## src/design/fmm_pkg.sv

```systemverilog
// ----------------------------------------------------------------------------
// fmm_pkg : shared types, constants and float helpers for the matrix engine
// sizes, item and state types, size clamping, binary32 rounding and leading zero count
// ----------------------------------------------------------------------------
package fmm_pkg;

    localparam int MAX_M   = 16;
    localparam int MAX_K   = 16;
    localparam int MAX_N   = 16;
    localparam int A_DEPTH = MAX_M * MAX_K;
    localparam int B_DEPTH = MAX_K * MAX_N;

    localparam logic [31:0] QNAN = 32'h7FC0_0000;

    typedef enum logic [1:0] {
        MODE_WR_A = 2'd0,
        MODE_WR_B = 2'd1,
        MODE_RD_C = 2'd2,
        MODE_NONE = 2'd3
    } t_mode;

    typedef enum logic [1:0] {
        CFG_ROWS  = 2'd0,
        CFG_DEPTH = 2'd1,
        CFG_COLS  = 2'd2,
        CFG_NONE  = 2'd3
    } t_cfg_index;

    typedef struct packed {
        logic [4:0] m;
        logic [4:0] k;
        logic [4:0] n;
    } t_sizes;

    typedef struct packed {
        t_mode       mode;
        logic [7:0]  idx;
        logic [31:0] val;
        logic        err;
    } t_item;

    typedef enum logic [3:0] {
        ST_IDLE,
        ST_DIV,
        ST_INIT,
        ST_RD,
        ST_MUL,
        ST_MRND,
        ST_ADD,
        ST_ARND,
        ST_OUT
    } t_bstate;

    function automatic logic [4:0] clamp_size(input logic [4:0] v, input logic [4:0] maxv);
        logic [4:0] r;
        if (v == 5'd0) begin
            r = 5'd1;
        end else if (v > maxv) begin
            r = maxv;
        end else begin
            r = v;
        end
        return r;
    endfunction

    function automatic logic [5:0] lzc64(input logic [63:0] v);
        logic [5:0] lz;
        lz = 6'd63;
        for (int i = 0; i < 64; i++) begin
            if (v[i]) begin
                lz = 6'(63 - i);
            end
        end
        return lz;
    endfunction

    // sig has its leading one at bit 63, e is the biased exponent of that one
    function automatic logic [31:0] fp_round(input logic sgn, input logic signed [10:0] e,
                                             input logic [63:0] sig);
        logic [5:0]  sh;
        logic [9:0]  base;
        logic [63:0] mask;
        logic [63:0] x;
        logic        st;
        logic        rup;
        logic [34:0] sum;
        logic [31:0] r;
        if (e < 11'sd1) begin
            if (e < -11'sd62) begin
                sh = 6'd63;
            end else begin
                sh = 6'(11'sd1 - e);
            end
            base = 10'd0;
        end else begin
            sh   = 6'd0;
            base = 10'(e - 11'sd1);
        end
        mask = (64'd1 << sh) - 64'd1;
        st   = |(sig & mask);
        x    = sig >> sh;
        rup  = x[39] & (st | (|x[38:0]) | x[40]);
        // hidden bit carries into the exponent field, covering subnormal and overflow
        sum  = 35'({base, 23'd0}) + 35'(x[63:40]) + 35'(rup);
        if (sum >= 35'h0_7F80_0000) begin
            r = {sgn, 31'h7F80_0000};
        end else begin
            r = {sgn, sum[30:0]};
        end
        return r;
    endfunction

endpackage

```

## src/design/fmm_front.sv

```systemverilog
// ----------------------------------------------------------------------------
// fmm_front : input side of the matrix engine
// holds the size registers, checks each item's index and queues it
// ----------------------------------------------------------------------------
module fmm_front (
    input  logic                 i_clk,
    input  logic                 i_rst_n,
    input  logic                 i_cfg_we,
    input  logic [1:0]           i_cfg_index,
    input  logic [4:0]           i_cfg_data,
    input  logic                 i_valid,
    output logic                 o_ready,
    input  logic [47:0]          i_data,
    input  logic                 i_q_full,
    output logic                 o_push,
    output fmm_pkg::t_item       o_item,
    output fmm_pkg::t_sizes      o_sizes
);

    logic [4:0] r_rows;
    logic [4:0] r_depth;
    logic [4:0] r_cols;
    logic [4:0] m_act;
    logic [4:0] k_act;
    logic [4:0] n_act;
    logic [9:0] lim_a;
    logic [9:0] lim_b;
    logic [9:0] lim_c;
    logic [9:0] idx_w;
    fmm_pkg::t_mode mode;

    always_ff @(posedge i_clk) begin
        if (!i_rst_n) begin
            r_rows  <= 5'(fmm_pkg::MAX_M);
            r_depth <= 5'(fmm_pkg::MAX_K);
            r_cols  <= 5'(fmm_pkg::MAX_N);
        end else if (i_cfg_we) begin
            case (fmm_pkg::t_cfg_index'(i_cfg_index))
                fmm_pkg::CFG_ROWS:  r_rows  <= i_cfg_data;
                fmm_pkg::CFG_DEPTH: r_depth <= i_cfg_data;
                fmm_pkg::CFG_COLS:  r_cols  <= i_cfg_data;
                default: ;
            endcase
        end
    end

    always_comb begin
        m_act = fmm_pkg::clamp_size(r_rows, 5'(fmm_pkg::MAX_M));
        k_act = fmm_pkg::clamp_size(r_depth, 5'(fmm_pkg::MAX_K));
        n_act = fmm_pkg::clamp_size(r_cols, 5'(fmm_pkg::MAX_N));
        lim_a = 10'(m_act * k_act);
        lim_b = 10'(k_act * n_act);
        lim_c = 10'(m_act * n_act);
        mode  = fmm_pkg::t_mode'(i_data[1:0]);
        idx_w = {2'b00, i_data[9:2]};
        o_item.mode = mode;
        o_item.idx  = i_data[9:2];
        o_item.val  = i_data[41:10];
        case (mode)
            fmm_pkg::MODE_WR_A: o_item.err = (idx_w >= lim_a);
            fmm_pkg::MODE_WR_B: o_item.err = (idx_w >= lim_b);
            fmm_pkg::MODE_RD_C: o_item.err = (idx_w >= lim_c);
            default:            o_item.err = 1'b1;
        endcase
        o_sizes.m = m_act;
        o_sizes.k = k_act;
        o_sizes.n = n_act;
    end

    assign o_ready = !i_q_full;
    assign o_push  = i_valid && !i_q_full;

endmodule

```

## config.mk

```make
export PLATFORM = sky130hd
export DESIGN_NAME = fmm_front
export DESIGN_NICKNAME = d
export VERILOG_FILES = /design/src/design/fmm_pkg.sv /design/src/design/fmm_front.sv
export SDC_FILE = /design/constraint.sdc
export NUM_CORES = 1
export LEC_CHECK = 0
export ABC_CLOCK_PERIOD_IN_PS = 7000
export BUFFER_PORTS_ARGS = -buffer_cell sky130_fd_sc_hd__buf_2
export CAP_MARGIN = 20
export CORE_ASPECT_RATIO = 0.6
export CORE_MARGIN = 8
export CORE_UTILIZATION = 53
export DETAILED_ROUTE_END_ITERATION = 8
export PLACE_DENSITY = 0.82
export SYNTH_ARGS = -nofsm -noshare
export SYNTH_HDL_FRONTEND = slang
export SYNTH_SLANG_ARGS = --single-unit
```

## constraint.sdc

```tcl
create_clock -name i_clk -period 7 [get_ports i_clk]
set_input_delay 0.35 -clock i_clk [delete_from_list [all_inputs] [get_ports i_clk]]
set_output_delay 0.35 -clock i_clk [all_outputs]
set_load 0.02 [all_outputs]
```

==> results of run 1 <==
==> registers in the layout, indices dropped and copies added (netlist names) <==
signal   flops
r_cols       5
r_rows       5
r_depth      5
==> layer usage <==
| layer | track usage | part of all wire | vias to the layer above |
|---|---|---|---|
| li1 | - | - | 1518 |
| met1 | 0.222 | 0.43 | 1520 |
| met2 | 0.341 | 0.47 | 147 |
| met3 | 0.0557 | 0.087 | 15 |
| met4 | 0.0362 | 0.0080 | 0 |
| met5 | 0 | 0 | - |
==> final cells by class <==
type                       count  area (sq um)
multi-input combinational    343          2940
timing repair buffer          49           245
tap                           91           114
inverter                      60           225
clock buffer                   4          78.8
fill                         639          3210
sequential                    15           300
==> report_power, final <==
group	switching, mW	leakage (nW)	total, mW	internal [mW]
clock network	0.0341	0.0382	0.111	0.0771
logic	0.0445	2.04	0.0753	0.0308
registers	0.00455	0.122	0.0931	0.0886
==> worst min-delay path by stage <==
stage	from	to	slack, ns	cells past startpoint
3_3_place_gp	r_rows[0]	r_rows[0]	0.51	2
5_1_grt	i_cfg_data[4]	r_cols[4]	0.38	3
2_1_floorplan	i_cfg_data[4]	r_cols[4]	0.48	2
4_1_cts	i_cfg_data[4]	r_rows[4]	0.36	3
3_5_place_dp	r_rows[0]	r_rows[0]	0.52	2
6_report	i_cfg_data[4]	r_rows[4]	0.37	3
==> synthesized netlist by cell type, drive strengths merged, types with 6 or more instances <==
cell	number	share of area
nand2b	13	0.021
inv	59	0.058
buf	42	0.083
mux2i	17	0.045
ha	78	0.26
fa	27	0.14
nor2	45	0.044
nor3	6	0.0079
a21o	9	0.018
xor2	9	0.021
dfxtp	15	0.079
nor2b	14	0.023
nand2	35	0.034
a21oi	15	0.020
and2	15	0.025
clkbuf	10	0.0098
o21ai	16	0.021
==> tightest hold or removal path: stages <==
cell	delay [ns]
buf_2	0.11
mux2i_1	0.07
nand2_1	0.06
==> cells by family after synthesis <==
| kind of cell | Yosys count | synth area share |
|---|---|---|
| AOI/OAI and AO/OA | 67 | 0.117 |
| xor gates and xnor gates | 14 | 0.0321 |
| adders and majority gates | 105 | 0.397 |
| buffers and inverters | 112 | 0.151 |
| DFF | 15 | 0.0786 |
| muxes | 17 | 0.0445 |
| and+or+nand+nor | 140 | 0.180 |
==> stage by stage <==
stage | instance area (sq um) | hold WS [ns] | worst slack, ns | util
CTS | 3910 | 0.361 | 0.915 | 0.549
global route | 3910 | 0.380 | 0.392 | 0.549
floorplan | 3820 | 0.475 | 1.73 | -
detailed placement | 3830 | 0.515 | 1.22 | 0.538
finish | 3910 | 0.368 | 0.727 | 0.549
global placement | 3830 | 0.506 | 1.35 | 0.538
==> flow_summary.json, run 1 <==
{
  "drt_wl_total_mm": 9.58,
  "worstSetupStartpointType": "flip-flop",
  "portBuffers": 49,
  "crit_fanout": 16,
  "ctsResizeCount": 0,
  "drcViolationCount": 0,
  "drtPass1Iterations": 5,
  "rows": 24,
  "worstPathArrival_ns": 5.92,
  "place_hpwl_mm": 8.13,
  "setup_violations": 0,
  "slew_viol_final": 0,
  "crit_path_max_incr_delay_ns": 0.70,
  "cts_buffers": 3,
  "grt_pass1_vias": 3383,
  "cp_data_required_time_ns": 6.65,
  "synthesis.area_sq_um": 3820,
  "worstSetupEndpointType": "primary output",
  "synthFlopType": "dfxtp_1",
  "ir_drop_v": 0.000114,
  "reg2reg_to": "r_depth[4]",
  "overflow": 0,
  "drt_iter0_drc": 204,
  "cp.buffers_inverters": 3,
  "syn_avg_cell_area_sq_um": 8.13,
  "cp.depth": 21,
  "tns_ns": 0,
  "ys_seq_elements": 15,
  "dieHeight_microns": 81.8,
  "cp_top_family": "adder cells",
  "cts_hold_buf": 0,
  "clk_pin_slew_ns": 0.05,
  "r2r_slack_ns": 5.92,
  "core_region_area_sq_um": 7120,
  "nNetsFinal": 637,
  "fin_skew_ns": 0,
  "powerDensity_nw_per_um2": 71.6,
  "p_leak_nw": 2.20,
  "status": "finished clean",
  "antenna_left": 0,
  "area_delta_synth_final_pct": 2.23,
  "antenna_cells": 0,
  "grt_usage": 0.188,
  "worstPathCellList": "nand2b_1 -> inv_1 -> nand2_1 -> fa_1 -> fa_1 -> fa_1 -> inv_1 -> ha_1 -> nand2_1 -> a2bb2oi_1 -> a21boi_0 -> nor2_1 -> xor2_1 -> ha_1 -> o21ai_0 -> a21oi_1 -> nor2_1 -> a2111oi_0 -> nand4b_1 -> o311ai_1 -> buf_2",
  "syn_inst": 470,
  "drv_cap": 0,
  "final_cell_count_no_fill": 562,
  "yosysWarnings": 0,
  "relSlewSlack": 0.595,
  "syn_nets": 635,
  "finalPower_mw": 0.280,
  "crit_type": "flip-flop to primary output",
  "synth-edff-count": 0,
  "timing.rr.start": "r_depth[4]",
  "async_flop_share": 0,
  "initial_utilization": 0.537,
  "clockBufferDepth": 2,
  "cp_common_cell": "fa_1",
  "wire_per_inst_microns": 17.1,
  "worst_pin_slew_ns": 0.606,
  "layout_commonest_cell": "ha_1",
  "finalHoldViolations": 0,
  "num_io_pins": 120,
  "routabilityCongestion": 0.893,
  "yosysSeqAreaShare": 0.0786,
  "clock_latency_ns": 0.24,
  "die_w_microns": 126,
  "min_path_type": "primary input to flip-flop",
  "antenna_found_initial": 0,
  "fmaxAchievable_mhz": 159,
  "die_area_sq_um": 10300,
  "crit_start": "r_depth[4]",
  "fin_crit_sh": 0.896,
  "rsz0062_at_grt": "false",
  "cts_tree": "done",
  "grt_max_degree": 17,
  "endpoint": "o_item[0]",
  "final_cell_mix": "ha_1, inv_1, buf_2",
  "vias": 3200,
  "cts_setup_buffers": 0,
  "ctsHtreeMaxLevel": 1,
  "dp.cells": 558,
  "clock_sinks": 15,
  "viasPerCell": 5.69,
  "cpMaxStageDelayCell": "dfxtp_1",
  "final_layout_size_suffix_gt1_frac": 0.130,
  "cts-root-buf": "clkbuf_16",
  "fin_crit_ns": 6.27,
  "grt_pass1_wl_mm": 15.8,
  "rr_worst_depth": 2,
  "netlist-cell-type-count": 46
}
Note: power is estimated with default switching activity, not from simulation.
==> run 2, diff against run 1 <==
- CORE_UTILIZATION: 53 -> 50
- PLACE_DENSITY: 0.82 -> 0.78
==> run 2 against run 1 <==
Net effect:
- register-to-register slack better by 0.12 ns
- die area up 5.0%
- count of clock-buffer cells in the layout down 1
- design area up 0.45%
- first-iteration DRC count down 47%
- sequential share of layout area about the same
- cell count up 2.3%
- combinational power down 1%
- non-clock buffer count unchanged
- worst setup slack better by 0.069 ns
- sequential cell count unchanged
==> flow_summary.json, run 2 (same netlist as run 1, synthesis figures left out) <==
{
  "largest_registers": "r_cols (5), r_depth (5), r_rows (5)",
  "rr_worst_depth": 2,
  "place_hpwl_mm": 7.81,
  "p_int_mw": 0.196,
  "overflow": 0,
  "grt_max_degree": 17,
  "clock_latency_ns": 0.25,
  "seqPwrFrac": 0.331,
  "hold_ws_ns": 0.385,
  "setup_violations": 0,
  "setup_slack_ns": 0.797,
  "grt_pass1_wl_mm": 14.9,
  "fmaxAchievable_mhz": 161,
  "clockBufferDepth": 2,
  "min_path_type": "primary input to flip-flop",
  "antenna_left": 0,
  "placed_area_sq_um": 3840,
  "cts_buffers": 3,
  "worstPathCellList": "nand2b_1 -> inv_1 -> nand2_1 -> fa_1 -> fa_1 -> fa_1 -> inv_1 -> ha_1 -> nand2_1 -> a2bb2oi_1 -> a21boi_0 -> nor2_1 -> xor2_1 -> ha_1 -> o21ai_0 -> a21oi_1 -> nor2_1 -> a2111oi_0 -> nand4b_1 -> o311ai_1 -> buf_2",
  "clk_pin_slew_ns": 0.05,
  "cp.depth": 21,
  "place_ws_ns": 1.19,
  "initial_utilization": 0.521,
  "viasPerCell": 5.35,
  "rsz0062_at_grt": "false",
  "ctsResizeCount": 0,
  "crit_fanout": 16,
  "finalHoldViolations": 0,
  "fin_crit_ns": 6.20,
  "powerDensity_nw_per_um2": 71.3,
  "area_delta_synth_final_pct": 2.69,
  "comb_power_share": 0.265,
  "final_cell_mix": "ha_1, inv_1, buf_2",
  "portBuffers": 49,
  "core_region_area_sq_um": 7330,
  "drv_cap": 0,
  "clkPwrFrac": 0.404,
  "wire_per_inst_microns": 15.6,
  "fin_skew_ns": 0,
  "drcViolationCount": 0,
  "worst_pin_slew_ns": 0.520,
  "tns_ns": 0,
  "layout_commonest_cell": "ha_1",
  "slew_viol_final": 0,
  "final_layout_size_suffix_gt1_frac": 0.132,
  "cts_hold_buf": 0,
  "die_area_sq_um": 10800,
  "cp_data_required_time_ns": 6.65,
  "power.switching_mw": 0.0843,
  "cts_setup_buffers": 0,
  "status": "finished clean",
  "min_path_cells": 3,
  "die_w_microns": 129,
  "dieHeight_microns": 83.7,
  "cp.buffers_inverters": 3,
  "final_cell_area_sq_um": 3920,
  "cts-root-buf": "clkbuf_16",
  "p_leak_nw": 2.20,
  "drt_wl_total_mm": 8.94,
  "crit_type": "flip-flop to primary output",
  "antenna_cells": 0,
  "cp_common_cell": "fa_1",
  "num_io_pins": 120,
  "seq_area_sq_um": 300,
  "grt_pass1_vias": 3233,
  "nFillCells": 719,
  "worstPathArrival_ns": 5.85,
  "ctsHtreeMaxLevel": 1,
  "drt_iter0_drc": 109,
  "worstSetupStartpointType": "flip-flop",
  "p_sw_frac": 0.301,
  "cpMaxStageDelayCell": "dfxtp_1",
  "cp_top_family": "adder cells",
  "drtPass1Iterations": 4,
  "clock_sinks": 15,
  "antenna_found_initial": 0,
  "relSlewSlack": 0.652,
  "ir_drop_v": 0.0000804,
  "routabilityCongestion": 0.888,
  "nNetsFinal": 637,
  "rows": 24,
  "fin_crit_sh": 0.886,
  "worstSetupEndpointType": "primary output",
  "multi_input_area_sq_um": 2940,
  "crit_path_max_incr_delay_ns": 0.63,
  "vias": 3078,
  "grt_usage": 0.167,
  "cts_tree": "done"
}
==> run 2: layout make-up <==
type                            count  share of cell area
Timing Repair Buffer               49              0.0625
Clock buffer                        3              0.0191
Multi-Input combinational cell    343               0.750
Clock inverter                      1             0.00128
Sequential cell                    15              0.0766
Tap cell                          104              0.0332
Inverter                           60              0.0574
==> run 2: worst paths after layout <==
path | start | end | slack [ns]
worst max register to register | r_depth[4] | r_depth[4] | 6.04
worst max-delay path | r_depth[4] | o_item[0] | 0.80
worst min register to register | r_cols[0] | r_cols[0] | 0.54
worst min-delay path | i_cfg_data[4] | r_rows[4] | 0.38
==> run 2: worst reg2reg max path: cells and delay by family, from the launching register on <==
kind	cells	cell delay, ns
flip-flops	1	0.63
multiplexers	1	0.17
AND/OR/NAND/NOR	1	0.10
==> run 2: routing by layer <==
layer  vias up  wire length, microns  track usage
li1       1515                     -            -
met1      1454                  4110        0.209
met2        95                  3890        0.269
met3        14                   876       0.0619
met4         0                    73       0.0297
met5         -                     0            0
==> run 2: power groups by stage <==
| stage | registers (mW) | clock network (mW) | logic [mW] |
|---|---|---|---|
| after global placement | 0.0940 | 0 | 0.0711 |
| after floorplan | 0.0920 | 0 | 0.0793 |
| after CTS | 0.0925 | 0.113 | 0.0745 |
| after detailed placement | 0.0942 | 0 | 0.0741 |
| final | 0.0927 | 0.113 | 0.0742 |
| after global routing | 0.0931 | 0.116 | 0.0832 |
==> run 2: metrics by stage <==
step	total power, mW	std cells	utilization
floorplan	0.171	470	-
finish	0.280	575	0.535
global route	0.292	575	0.535
CTS	0.280	575	0.535
global placement	0.165	571	0.524
detailed placement	0.168	571	0.524
