===== src/design/fmm_pkg.sv =====
// ----------------------------------------------------------------------------
// fmm_pkg : shared types, constants and float helpers for the matrix engine
// sizes, item and state types, size clamping, binary32 rounding and leading zero count
// ----------------------------------------------------------------------------
package fmm_pkg;

    localparam int MAX_M   = 16;
    localparam int MAX_K   = 16;
    localparam int MAX_N   = 16;
    localparam int A_DEPTH = MAX_M * MAX_K;
    localparam int B_DEPTH = MAX_K * MAX_N;

    localparam logic [31:0] QNAN = 32'h7FC0_0000;

    typedef enum logic [1:0] {
        MODE_WR_A = 2'd0,
        MODE_WR_B = 2'd1,
        MODE_RD_C = 2'd2,
        MODE_NONE = 2'd3
    } t_mode;

    typedef enum logic [1:0] {
        CFG_ROWS  = 2'd0,
        CFG_DEPTH = 2'd1,
        CFG_COLS  = 2'd2,
        CFG_NONE  = 2'd3
    } t_cfg_index;

    typedef struct packed {
        logic [4:0] m;
        logic [4:0] k;
        logic [4:0] n;
    } t_sizes;

    typedef struct packed {
        t_mode       mode;
        logic [7:0]  idx;
        logic [31:0] val;
        logic        err;
    } t_item;

    typedef enum logic [3:0] {
        ST_IDLE,
        ST_DIV,
        ST_INIT,
        ST_RD,
        ST_MUL,
        ST_MRND,
        ST_ADD,
        ST_ARND,
        ST_OUT
    } t_bstate;

    function automatic logic [4:0] clamp_size(input logic [4:0] v, input logic [4:0] maxv);
        logic [4:0] r;
        if (v == 5'd0) begin
            r = 5'd1;
        end else if (v > maxv) begin
            r = maxv;
        end else begin
            r = v;
        end
        return r;
    endfunction

    function automatic logic [5:0] lzc64(input logic [63:0] v);
        logic [5:0] lz;
        lz = 6'd63;
        for (int i = 0; i < 64; i++) begin
            if (v[i]) begin
                lz = 6'(63 - i);
            end
        end
        return lz;
    endfunction

    // sig has its leading one at bit 63, e is the biased exponent of that one
    function automatic logic [31:0] fp_round(input logic sgn, input logic signed [10:0] e,
                                             input logic [63:0] sig);
        logic [5:0]  sh;
        logic [9:0]  base;
        logic [63:0] mask;
        logic [63:0] x;
        logic        st;
        logic        rup;
        logic [34:0] sum;
        logic [31:0] r;
        if (e < 11'sd1) begin
            if (e < -11'sd62) begin
                sh = 6'd63;
            end else begin
                sh = 6'(11'sd1 - e);
            end
            base = 10'd0;
        end else begin
            sh   = 6'd0;
            base = 10'(e - 11'sd1);
        end
        mask = (64'd1 << sh) - 64'd1;
        st   = |(sig & mask);
        x    = sig >> sh;
        rup  = x[39] & (st | (|x[38:0]) | x[40]);
        // hidden bit carries into the exponent field, covering subnormal and overflow
        sum  = 35'({base, 23'd0}) + 35'(x[63:40]) + 35'(rup);
        if (sum >= 35'h0_7F80_0000) begin
            r = {sgn, 31'h7F80_0000};
        end else begin
            r = {sgn, sum[30:0]};
        end
        return r;
    endfunction

endpackage


===== src/design/fmm_queue.sv =====
// ----------------------------------------------------------------------------
// fmm_queue : two-entry queue of checked items between front and back
// ----------------------------------------------------------------------------
module fmm_queue (
    input  logic            i_clk,
    input  logic            i_rst_n,
    input  logic            i_push,
    input  fmm_pkg::t_item  i_item,
    output logic            o_full,
    input  logic            i_pop,
    output logic            o_valid,
    output fmm_pkg::t_item  o_item
);

    fmm_pkg::t_item r_slot [2];
    logic           r_wp;
    logic           r_rp;
    logic [1:0]     r_cnt;

    always_ff @(posedge i_clk) begin
        if (i_push) begin
            r_slot[r_wp] <= i_item;
        end
    end

    always_ff @(posedge i_clk) begin
        if (!i_rst_n) begin
            r_wp  <= 1'b0;
            r_rp  <= 1'b0;
            r_cnt <= 2'd0;
        end else begin
            if (i_push) begin
                r_wp <= !r_wp;
            end
            if (i_pop) begin
                r_rp <= !r_rp;
            end
            r_cnt <= r_cnt + 2'(i_push) - 2'(i_pop);
        end
    end

    assign o_full  = (r_cnt == 2'd2);
    assign o_valid = (r_cnt != 2'd0);
    assign o_item  = r_slot[r_rp];

endmodule


===== config.mk =====
export PLATFORM = sky130hd
export DESIGN_NAME = fmm_queue
export DESIGN_NICKNAME = d
export VERILOG_FILES = /design/src/design/fmm_pkg.sv /design/src/design/fmm_queue.sv
export SDC_FILE = /design/constraint.sdc
export NUM_CORES = 1
export LEC_CHECK = 0
export ABC_CLOCK_PERIOD_IN_PS = 10200
export BUFFER_PORTS_ARGS = -buffer_cell sky130_fd_sc_hd__buf_2
export CORE_ASPECT_RATIO = 1.4
export CORE_MARGIN = 2
export CORE_UTILIZATION = 40
export CTS_CLUSTER_SIZE = 20
export DETAILED_ROUTE_END_ITERATION = 10
export PLACE_DENSITY = 0.69
export SYNTH_ARGS = -nofsm -noshare
export SYNTH_HDL_FRONTEND = slang
export SYNTH_SLANG_ARGS = --single-unit
export TNS_END_PERCENT = 30

===== constraint.sdc =====
create_clock -name i_clk -period 10.2 [get_ports i_clk]
set_input_delay 3.06 -clock i_clk [delete_from_list [all_inputs] [get_ports i_clk]]
set_output_delay 3.06 -clock i_clk [all_outputs]
set_load 0.01 [all_outputs]

==> metrics.csv, run 1 <==
metric,value,unit
ANT cells,0,
Worst Skew,8.21,ps
DRC,0,
Worst Setup Path Type,register to output pin,
Worst Hold Margin,589,ps
Die Ht,115,um
Routed Antenna Nets,0,
final setup violation count,0,
Synthesis Warnings,0,
Die ar.,9620,um2
Inserted Clock Buffers,9,
cell chain of the critical path,buf_4 -> mux2_2 -> buf_2,
"Hold Vio Cnt, Final",0,
insertion delay to the later sink of the worst-skew pair,330,ps
reg2reg setup slack,8530,ps
DRT Pass-1 Iters,4,
largest net degree at the start of global routing,44,
syn_nets,204,
setup repair bufs after CTS,0,
Pwr Density,195,nW/um2
pins over their slew limit,0,
Lkg Pwr,0.00174,uW
"Power, Total",847,uW
Max-Cap Viols,0,
CP top delay family,buffers and inverters,
status,finished clean,
drt via density,4.69,
"commonest non-fill, non-tap cell in the layout",buf_2,
I/O Pins,92,
Worst path max stage delay,610,ps
placed cells,348,
initial DRC count,67,
share of layout cells above drive strength 1,58.7,%
Critical Path Sink,o_item[42],
initial antenna violation count,0,
CP startpoint kind,register,
CP arrival,1800,ps
clk slew on worst S/H paths,60,ps
top layer in use,met4,
Peak Freq,206,MHz
RSZ-0062 raised after global routing,no,
H-tree depth,3,
CTS tree,done,
most frequent cells in the layout,"buf_2 (91), edfxtp_1 (86), mux2_4 (40), clkbuf_16 (9)",
clk sinks,91,
routed wl met3,333,um
GRT overflow,0,
setup tns final,0,ps
P&R area growth vs syn,22.8,%
clock root cell,clkbuf_16,
synthesized area per cell,22.8,um2
gr usage total,11.7,%
register area,2680,um2
post-DR wirelength/cell,15.4,um
nets,303,
synthesized instance count,155,
Reg2Reg Depth,2,
post-detail-place hpwl,3710,um
Die X,83.5,um
vias in the first global route,1724,
Via Count,1708,
Hold Buf Count CTS,0,
fin util,50.4,%
Slowest cell on crit path,buf_4,
Multi-input gate area,763,um2
Reg-to-Reg Start,r_wp$_SDFFE_PN0P_,
worst vdd ir,0.129,mV
library cells used by synthesis,14,
synthesized cell area,3540,um2
end of the worst register-to-register path,r_slot[0][22]$_DFFE_PP_,
GPL Wtd Cong,0.715,
cts repair resizes,0,
Routed WL,5610,um
met2 WL,3010,um
Tightest Pin Transition,1050,ps
CP max FO,43,
Longest Clk Path Bufs,2,
Period minus WS final,4860,ps
Tightest Hold Check Type,register to register,
Slew Limit Headroom,30.0,%
# port buffers,91,
fillcell total,736,
sequential-to-total area share from yosys stat,75.9,%
WP data required,7140,ps
core area,8610,um2
type of destination of the critical path,output pin,
Worst Path Buf+Inv,2,
Final Non-Filler Cells,364,
period utilization,47.7,%
number of synthesized register bits,91,
cell depth of the worst setup path,3,
Site Rows,40,
global-route wire length before repair,8280,um
M1 WL,2090,um
Initial Util,41.1,%
## per-layer routing
| metal | GRT usage, % | up-vias |
|---|---|---|
| met2 | 20.1 | 53 |
| met1 | 12.1 | 841 |
| met3 | 4.09 | 13 |
| li1 | - | 801 |
| met5 | 0 | - |
| met4 | 8.17 | 0 |
## synth_stat cells, drive strengths merged
| master | number | area [um2] |
|---|---|---|
| edfxtp | 86 | 2580 |
| inv | 2 | 7.51 |
| nor2b | 4 | 25.0 |
| xnor3 | 1 | 22.5 |
| or2 | 1 | 6.26 |
| ha | 2 | 25.0 |
| buf | 5 | 91.3 |
| mux2 | 43 | 634 |
| and2 | 4 | 25.0 |
| xor2 | 1 | 8.76 |
| o21a | 1 | 7.51 |
| dfxtp | 5 | 100 |
## worst register-to-register path: cells and delay by family, from the launching register on
kind          cells  cell delay (ps)
buf+inv           1              440
flops             1              340
simple gates      1              560
## power breakdown
part           switching [uW]  internal (uW)  total [uW]
sequential               6.16            432         438
combinational            47.2           55.0         102
clock                     121            186         307
## worst min-delay path by stage
| stage | startpoint | to | slack (ps) | depth (start not counted) |
|---|---|---|---|---|
| floorplan | r_rp$_SDFFE_PN0P_ | register | 550 | 2 |
| global placement | r_rp$_SDFFE_PN0P_ | register | 560 | 2 |
| detailed placement | r_rp$_SDFFE_PN0P_ | register | 570 | 2 |
| CTS | r_rp$_SDFFE_PN0P_ | register | 590 | 2 |
| global route | r_rp$_SDFFE_PN0P_ | register | 620 | 2 |
| finish | r_rp$_SDFFE_PN0P_ | register | 590 | 2 |
## kinds of logic (layout without fill, tap and decap cells)
kind of cell               after synthesis  in the layout  share of synthesized area [%]
xor gates and xnor gates                 2              2                          0.885
adders and majority gates                2              2                          0.708
muxes                                   43             43                           17.9
AOI/OAI and AO/OA                        1              1                          0.212
and+or+nand+nor                          9              9                           1.59
buffers and inverters                    7            111                           2.80
DFF                                     91             91                           75.9
## flip-flops by register name, indices dropped and copies added (netlist names), named ones only
register  cells
r_cnt         2
r_wp          1
r_rp          1
r_slot       86
## layout make-up
cell class / instances / share of cell area [%]
flip-flops and latches: 91 / 61.8
multi-input cells: 57 / 17.6
repair buffers: 93 / 10.8
clock buffers: 9 / 5.19
well taps: 105 / 3.03
clock inverters: 7 / 1.35
inverters: 2 / 0.173
## stage by stage
| stage | area [um2] | worst slack (ps) |
|---|---|---|
| detailed placement | 4060 | 5640 |
| global route | 4340 | 5240 |
| CTS | 4340 | 5280 |
| global placement | 4060 | 5650 |
| finish | 4340 | 5340 |
| floorplan | 3540 | 4740 |
No activity file was read; power rests on OpenSTA's default activity.
==> inputs of run 2 (changes only) <==
--- a/config.mk
+++ b/config.mk
@@ -5,14 +5,15 @@
 export SDC_FILE = /design/constraint.sdc
 export NUM_CORES = 1
 export LEC_CHECK = 0
-export ABC_CLOCK_PERIOD_IN_PS = 10200
+export ABC_AREA = 1
+export ABC_CLOCK_PERIOD_IN_PS = 4000
 export BUFFER_PORTS_ARGS = -buffer_cell sky130_fd_sc_hd__buf_2
 export CORE_ASPECT_RATIO = 1.4
 export CORE_MARGIN = 2
 export CORE_UTILIZATION = 40
 export CTS_CLUSTER_SIZE = 20
 export DETAILED_ROUTE_END_ITERATION = 10
-export PLACE_DENSITY = 0.69
+export PLACE_DENSITY = 0.72
 export SYNTH_ARGS = -nofsm -noshare
 export SYNTH_HDL_FRONTEND = slang
 export SYNTH_SLANG_ARGS = --single-unit
==> constraint.sdc (replaced) <==
create_clock -name i_clk -period 4 [get_ports i_clk]
set_input_delay 1.2 -clock i_clk [delete_from_list [all_inputs] [get_ports i_clk]]
set_output_delay 1.2 -clock i_clk [all_outputs]
set_load 0.01 [all_outputs]
==> metrics.csv, run 2 <==
metric,value,unit,change
"Hold Vio Cnt, Final",0,,unchanged
final setup violation count,0,,unchanged
commonest cells in the synthesized netlist,"edfxtp_1 (86), mux2_4 (40), nand2_1 (9)",,
period utilization,75.4,%,
Placement Cell Area,4070,um2,+0.22%
H-tree depth,3,,unchanged
GRT overflow,0,,unchanged
Synth area leaders,"edfxtp_1 (73%), mux2_4 (17%), dfxtp_1 (2.8%)",,
Hold Buf Count CTS,0,,unchanged
clk sinks,91,,unchanged
reg2reg setup slack,2380,ps,-6150 ps
largest net degree at the start of global routing,44,,unchanged
core area,8610,um2,unchanged
type of destination of the critical path,output pin,,
setup repair bufs after CTS,0,,unchanged
cts repair resizes,0,,unchanged
syn_nets,216,,+5.9%
share of layout cells above drive strength 1,56.1,%,-2.6 points
Via Count,1734,,+1.5%
Peak Freq,331,MHz,
post-DR wirelength/cell,14.4,um,-6.7%
Routed Antenna Nets,0,,unchanged
pins over their slew limit,0,,unchanged
P&R area growth vs syn,22.9,%,about the same
Biggest register,r_slot,,
setup tns final,0,ps,unchanged
clk slew on worst S/H paths,60,ps,about the same
Max-Cap Viols,0,,unchanged
worst vdd ir,0.232,mV,+80%
Synthesis Warnings,0,,unchanged
status,finished clean,,
Inserted Clock Buffers,9,,unchanged
gr usage total,11.7,%,-0.044 points
WP data required,2800,ps,-4340 ps
initial antenna violation count,0,,unchanged
Tightest Hold Check Type,register to register,,
sequential-to-total area share from yosys stat,75.9,%,about the same
Die Ht,115,um,about the same
min-delay src,r_rp$_SDFFE_PN0P_,,
Initial Util,41.0,%,about the same
Reg-to-Reg Start,r_wp$_SDFFE_PN0P_,,
DRT Pass-1 Iters,4,,unchanged
max reg flops,86,,unchanged
nets,315,,+4.0%
Longest Clk Path Bufs,2,,unchanged
post-synthesis async set-or-reset flop share,0,%,unchanged
Die X,83.4,um,about the same
drt via density,4.60,,-2.0%
Worst Hold Margin,515,ps,-74.0 ps
Tightest Pin Transition,969,ps,-82.0 ps
synthesized cell area,3530,um2,about the same
CP arrival,1820,ps,+20 ps
number of synthesized register bits,91,,unchanged
I/O Pins,92,,unchanged
# port buffers,91,,unchanged
vias in the first global route,1754,,+1.7%
end of the worst register-to-register path,r_slot[1][34]$_DFFE_PP_,,
library cells used by synthesis,12,,-2
most common cell in the netlist,edfxtp_1,,
post-detail-place hpwl,3670,um,-1.3%
CP startpoint kind,register,,
Worst Skew,4.39,ps,-3.81 ps
top flop regs,"r_slot (86), r_cnt (2)",,
initial DRC count,128,,+91%
Worst Setup Path Type,register to output pin,,
Hold Path Stages,2,,unchanged
clock root cell,clkbuf_16,,
top cell type's share of synthesized area,73.1,%,about the same
Site Rows,40,,unchanged
synthesized area per cell,21.2,um2,-7.3%
synthesized instance count,167,,+7.7%
Slew Limit Headroom,35.3,%,+5.4 points
CTS tree,done,,
top_reg_cell synth,edfxtp_1,,
most frequent cells in the layout,"buf_2 (91), edfxtp_1 (86), mux2_4 (40), nand2_1 (9), clkbuf_16 (9)",,
RSZ-0062 raised after global routing,no,,
post-route cell area,4340,um2,about the same
Pwr Density,481,nW/um2,+150%
DRC,0,,unchanged
Reg2Reg Depth,2,,unchanged
Die ar.,9610,um2,about the same
CP max FO,29,,-33%
GPL Wtd Cong,0.695,,-2.8%
"commonest non-fill, non-tap cell in the layout",buf_2,,
Yosys top cell by area,edfxtp_1,,
Lkg Pwr,0.00177,uW,+1.5%
global-route wire length before repair,8350,um,+0.83%
Routed WL,5420,um,-3.4%
Post-synth EDFFs,86,,unchanged
insertion delay to the later sink of the worst-skew pair,330,ps,about the same
Period minus WS final,3020,ps,
[run 2: cell types whose count changed after synthesis, moves of 4 or more]
| cell | delta |
|---|---|
| nor2_1 | +8 |
| nand2_1 | +9 |
| nor2b_1 | -4 |
| inv_1 | +5 |
| and2_1 | -4 |
[run 2: stage by stage]
step                      cells  power [uW]  util, %  worst slack [ps]
after floorplan             167        1290        -               508
after global placement      360        1360     47.2              1310
after detailed placement    360        1370     47.2              1320
after CTS                   376        2120     50.4               948
after global routing        376        2170     50.4               883
final                       377        2090     50.4               983
[run 2: kinds of logic after synthesis]
| kind of cell | share of synthesized area [%] |
|---|---|
| AOI/OAI and AO/OA | 0.142 |
| and+or+nand+nor | 1.95 |
| DFF | 75.9 |
| buffers and inverters | 3.33 |
| adders and majority gates | 0.708 |
| muxes | 18.0 |
[run 2: metal layers]
| metal | up-vias | wire length (um) | GRT usage (%) |
|---|---|---|---|
| li1 | 832 | - | - |
| met1 | 851 | 1920 | 11.3 |
| met2 | 47 | 3120 | 21.6 |
| met3 | 4 | 310 | 3.37 |
| met4 | 0 | 70 | 7.85 |
| met5 | - | 0 | 0 |
[run 2: layout make-up]
class                   instances  area (um2)
fillers                       725        4270
clock inverters                 3        13.8
diodes                          1        2.50
repair buffers                 93         483
multi-input cells              64         741
inverters                       7        26.3
flip-flops and latches         91        2680
well taps                     105         131
clock buffers                  13         260
[run 2: worst max-delay path by stage]
stage | endpoint | depth (start not counted) | from | slack (ps)
after floorplan | r_slot[0][0]$_DFFE_PP_ | 2 | i_push | 510
after global placement | o_item[42] | 3 | register | 1310
after detailed placement | o_item[0] | 3 | register | 1320
after CTS | o_item[42] | 3 | register | 950
after global routing | o_item[0] | 3 | register | 880
final | o_item[42] | 3 | register | 980
[run 2: power by group]
| group | internal [uW] | switching (uW) | total, uW | leakage (uW) |
|---|---|---|---|---|
| clock network | 450 | 298 | 749 | 0.000137 |
| logic | 115 | 104 | 219 | 0.000783 |
| registers | 1100 | 19.9 | 1120 | 0.000849 |
| total | 1670 | 422 | 2090 | 0.00177 |
[run 2: worst max-delay path, stage by stage, from the launching register on]
cell and delay (ps):
dfxtp_2 660, buf_12 300, mux2_2 360, buf_2 140
==> inputs of run 3 (changes only) <==
--- a/config.mk
+++ b/config.mk
@@ -6,14 +6,14 @@
 export NUM_CORES = 1
 export LEC_CHECK = 0
 export ABC_AREA = 1
-export ABC_CLOCK_PERIOD_IN_PS = 4000
+export ABC_CLOCK_PERIOD_IN_PS = 3000
 export BUFFER_PORTS_ARGS = -buffer_cell sky130_fd_sc_hd__buf_2
 export CORE_ASPECT_RATIO = 1.4
 export CORE_MARGIN = 2
 export CORE_UTILIZATION = 40
 export CTS_CLUSTER_SIZE = 20
 export DETAILED_ROUTE_END_ITERATION = 10
-export PLACE_DENSITY = 0.72
+export PLACE_DENSITY = 0.69
 export SYNTH_ARGS = -nofsm -noshare
 export SYNTH_HDL_FRONTEND = slang
 export SYNTH_SLANG_ARGS = --single-unit
==> constraint.sdc (replaced) <==
create_clock -name i_clk -period 3 [get_ports i_clk]
set_input_delay 0.9 -clock i_clk [delete_from_list [all_inputs] [get_ports i_clk]]
set_output_delay 0.9 -clock i_clk [all_outputs]
set_load 0.01 [all_outputs]
==> metrics.csv, run 3 (synthesized netlist as in run 2, its figures left out) <==
metric,value,unit,change
period utilization,80.4,%,
drt via density,4.61,,+0.30%
H-tree depth,3,,unchanged
clk sinks,91,,unchanged
Routed Antenna Nets,0,,unchanged
cell chain of the critical path,buf_12 -> mux2_2 -> buf_2,,
status,finished clean,,
reg2reg setup slack,1460,ps,-920 ps
initial antenna violation count,2,,+2
DRC,0,,unchanged
CP arrival,1510,ps,-310 ps
most frequent cells in the layout,"buf_2 (91), edfxtp_1 (86), mux2_4 (40), nand2_1 (9), clkbuf_16 (9)",,
Hold Buf Count CTS,0,,unchanged
met3 Use GR,4.09,%,+0.72 points
"Power, Total",2750,uW,+31%
Worst Skew,4.61,ps,+0.222 ps
initial DRC count,83,,-35%
vias in the first global route,1737,,-0.97%
Worst path max stage delay,380,ps,-280 ps
setup tns final,0,ps,unchanged
Tightest Pin Transition,576,ps,-393 ps
# port buffers,91,,unchanged
Worst Setup Path Type,register to output pin,,
Period minus WS final,2410,ps,
clock root cell,clkbuf_16,,
Biggest register,r_slot,,
worst vdd ir,0.315,mV,+36%
WP data required,2100,ps,-700 ps
share of layout cells above drive strength 1,55.7,%,-0.41 points
nets,317,,+0.63%
Lkg Pwr,0.00177,uW,about the same
"Hold Vio Cnt, Final",0,,unchanged
CTS tree,done,,
I/O Pins,92,,unchanged
gr usage total,11.7,%,-0.043 points
DRT Pass-1 Iters,4,,unchanged
Initial Util,41.0,%,unchanged
top flop regs,"r_slot (86), r_cnt (2)",,
GRT overflow,0,,unchanged
"commonest non-fill, non-tap cell in the layout",buf_2,,
insertion delay to the later sink of the worst-skew pair,330,ps,about the same
Reg-to-Reg Start,r_wp$_SDFFE_PN0P_,,
P_int,2180,uW,+31%
Critical Path Sink,o_item[42],,
global-route wire length before repair,8180,um,-2.1%
Combinational Power Share,11.1,%,+0.6 points
switching share of power,20.8,%,+0.55 points
end of the worst register-to-register path,r_slot[1][29]$_DFFE_PP_,,
pins over their slew limit,0,,unchanged
max reg flops,86,,unchanged
gr busiest metal,met2,,
Peak Freq,415,MHz,
largest net degree at the start of global routing,44,,unchanged
Die X,83.4,um,unchanged
Max-Cap Viols,0,,unchanged
Longest Clk Path Bufs,2,,unchanged
cts repair resizes,0,,unchanged
P_sw,570,uW,+35%
Routed WL,5520,um,+1.7%
Via Count,1753,,+1.1%
Tightest Hold Check Type,register to register,,
CP max FO,43,,+48%
global routing usage on met2,20.5,%,-1.1 points
Die Ht,115,um,unchanged
Site Rows,40,,unchanged
post-detail-place hpwl,3640,um,-0.81%
fillcell total,729,,+0.55%
Reg2Reg Depth,3,,+1
type of destination of the critical path,output pin,,
P&R area growth vs syn,22.8,%,about the same
Pwr Density,633,nW/um2,+32%
Inserted Clock Buffers,9,,unchanged
CP startpoint kind,register,,
met1 usage,11.4,%,+0.10 points
Slew Limit Headroom,61.6,%,+26 points
final setup violation count,0,,unchanged
CP top delay family,buffers and inverters,,
Die ar.,9610,um2,unchanged
clk slew on worst S/H paths,60,ps,about the same
post-DR wirelength/cell,14.5,um,+0.91%
cell depth of the worst setup path,3,,unchanged
Reg power frac,54.1,%,+0.4 points
Worst Path Buf+Inv,2,,unchanged
post-route cell area,4340,um2,about the same
Clk network pwr share,34.7,%,-1.1 points
GPL Wtd Cong,0.729,,+4.9%
Placement Cell Area,4080,um2,+0.37%
RSZ-0062 raised after global routing,no,,
Slowest cell on crit path,mux2_2,,
core area,8610,um2,unchanged
setup repair bufs after CTS,0,,unchanged
==> run 3: cell count changes in the layout (fill, tap and decap cells not counted), sizes merged <==
cell,delta
clkbuf,-1
buf,+2
diode,+1
clkinv,+1
==> run 3: routing by layer <==
metal	vias up	part of all wire, %
li1	835	-
met1	845	37
met2	60	53
met3	13	6.2
met4	0	3.0
met5	-	0
==> run 3: how the worst min path moves through the flow <==
| stage | start | to | cells after the start | slack [ps] |
|---|---|---|---|---|
| 6_report | r_rp$_SDFFE_PN0P_ | register | 2 | 500 |
| 5_1_grt | r_rp$_SDFFE_PN0P_ | r_rp$_SDFFE_PN0P_ | 2 | 560 |
| 3_3_place_gp | r_rp$_SDFFE_PN0P_ | r_rp$_SDFFE_PN0P_ | 2 | 480 |
| 2_1_floorplan | r_rp$_SDFFE_PN0P_ | register | 2 | 460 |
| 3_5_place_dp | r_rp$_SDFFE_PN0P_ | register | 2 | 500 |
| 4_1_cts | r_rp$_SDFFE_PN0P_ | register | 2 | 510 |
==> run 3: layout make-up <==
type                            instances  area (um2)  area share [%]
Antenna cell                            2        5.00           0.115
Clock buffer                           12         236            5.45
Clock inverter                          4        17.5           0.404
Inverter                                7        26.3           0.606
Multi-Input combinational cell         64         741            17.1
Sequential cell                        91        2680            61.9
Tap cell                              105         131            3.03
Timing Repair Buffer                   95         498            11.5
==> run 3: power by group through the flow <==
stage | registers, uW | clock network [uW] | logic (uW)
6_report | 1490 | 955 | 305
5_1_grt | 1490 | 1030 | 331
4_1_cts | 1490 | 987 | 311
3_5_place_dp | 1510 | 0 | 310
3_3_place_gp | 1510 | 0 | 305
2_1_floorplan | 1510 | 0 | 204
==> run 3: tightest hold or removal path, cell delays in order (launching register included) <==
cell	delay, ps
dfxtp_1	330
nor2_1	60
nor2_1	80
==> run 3: stage by stage <==
| stage | util (%) | setup WS (ps) | hold slack [ps] | std cells |
|---|---|---|---|---|
| floorplan | - | 546 | 463 | 167 |
| global placement | 47.4 | 815 | 478 | 362 |
| detailed placement | 47.4 | 801 | 500 | 362 |
| CTS | 50.3 | 574 | 513 | 378 |
| global route | 50.3 | 539 | 557 | 378 |
| finish | 50.4 | 587 | 501 | 380 |
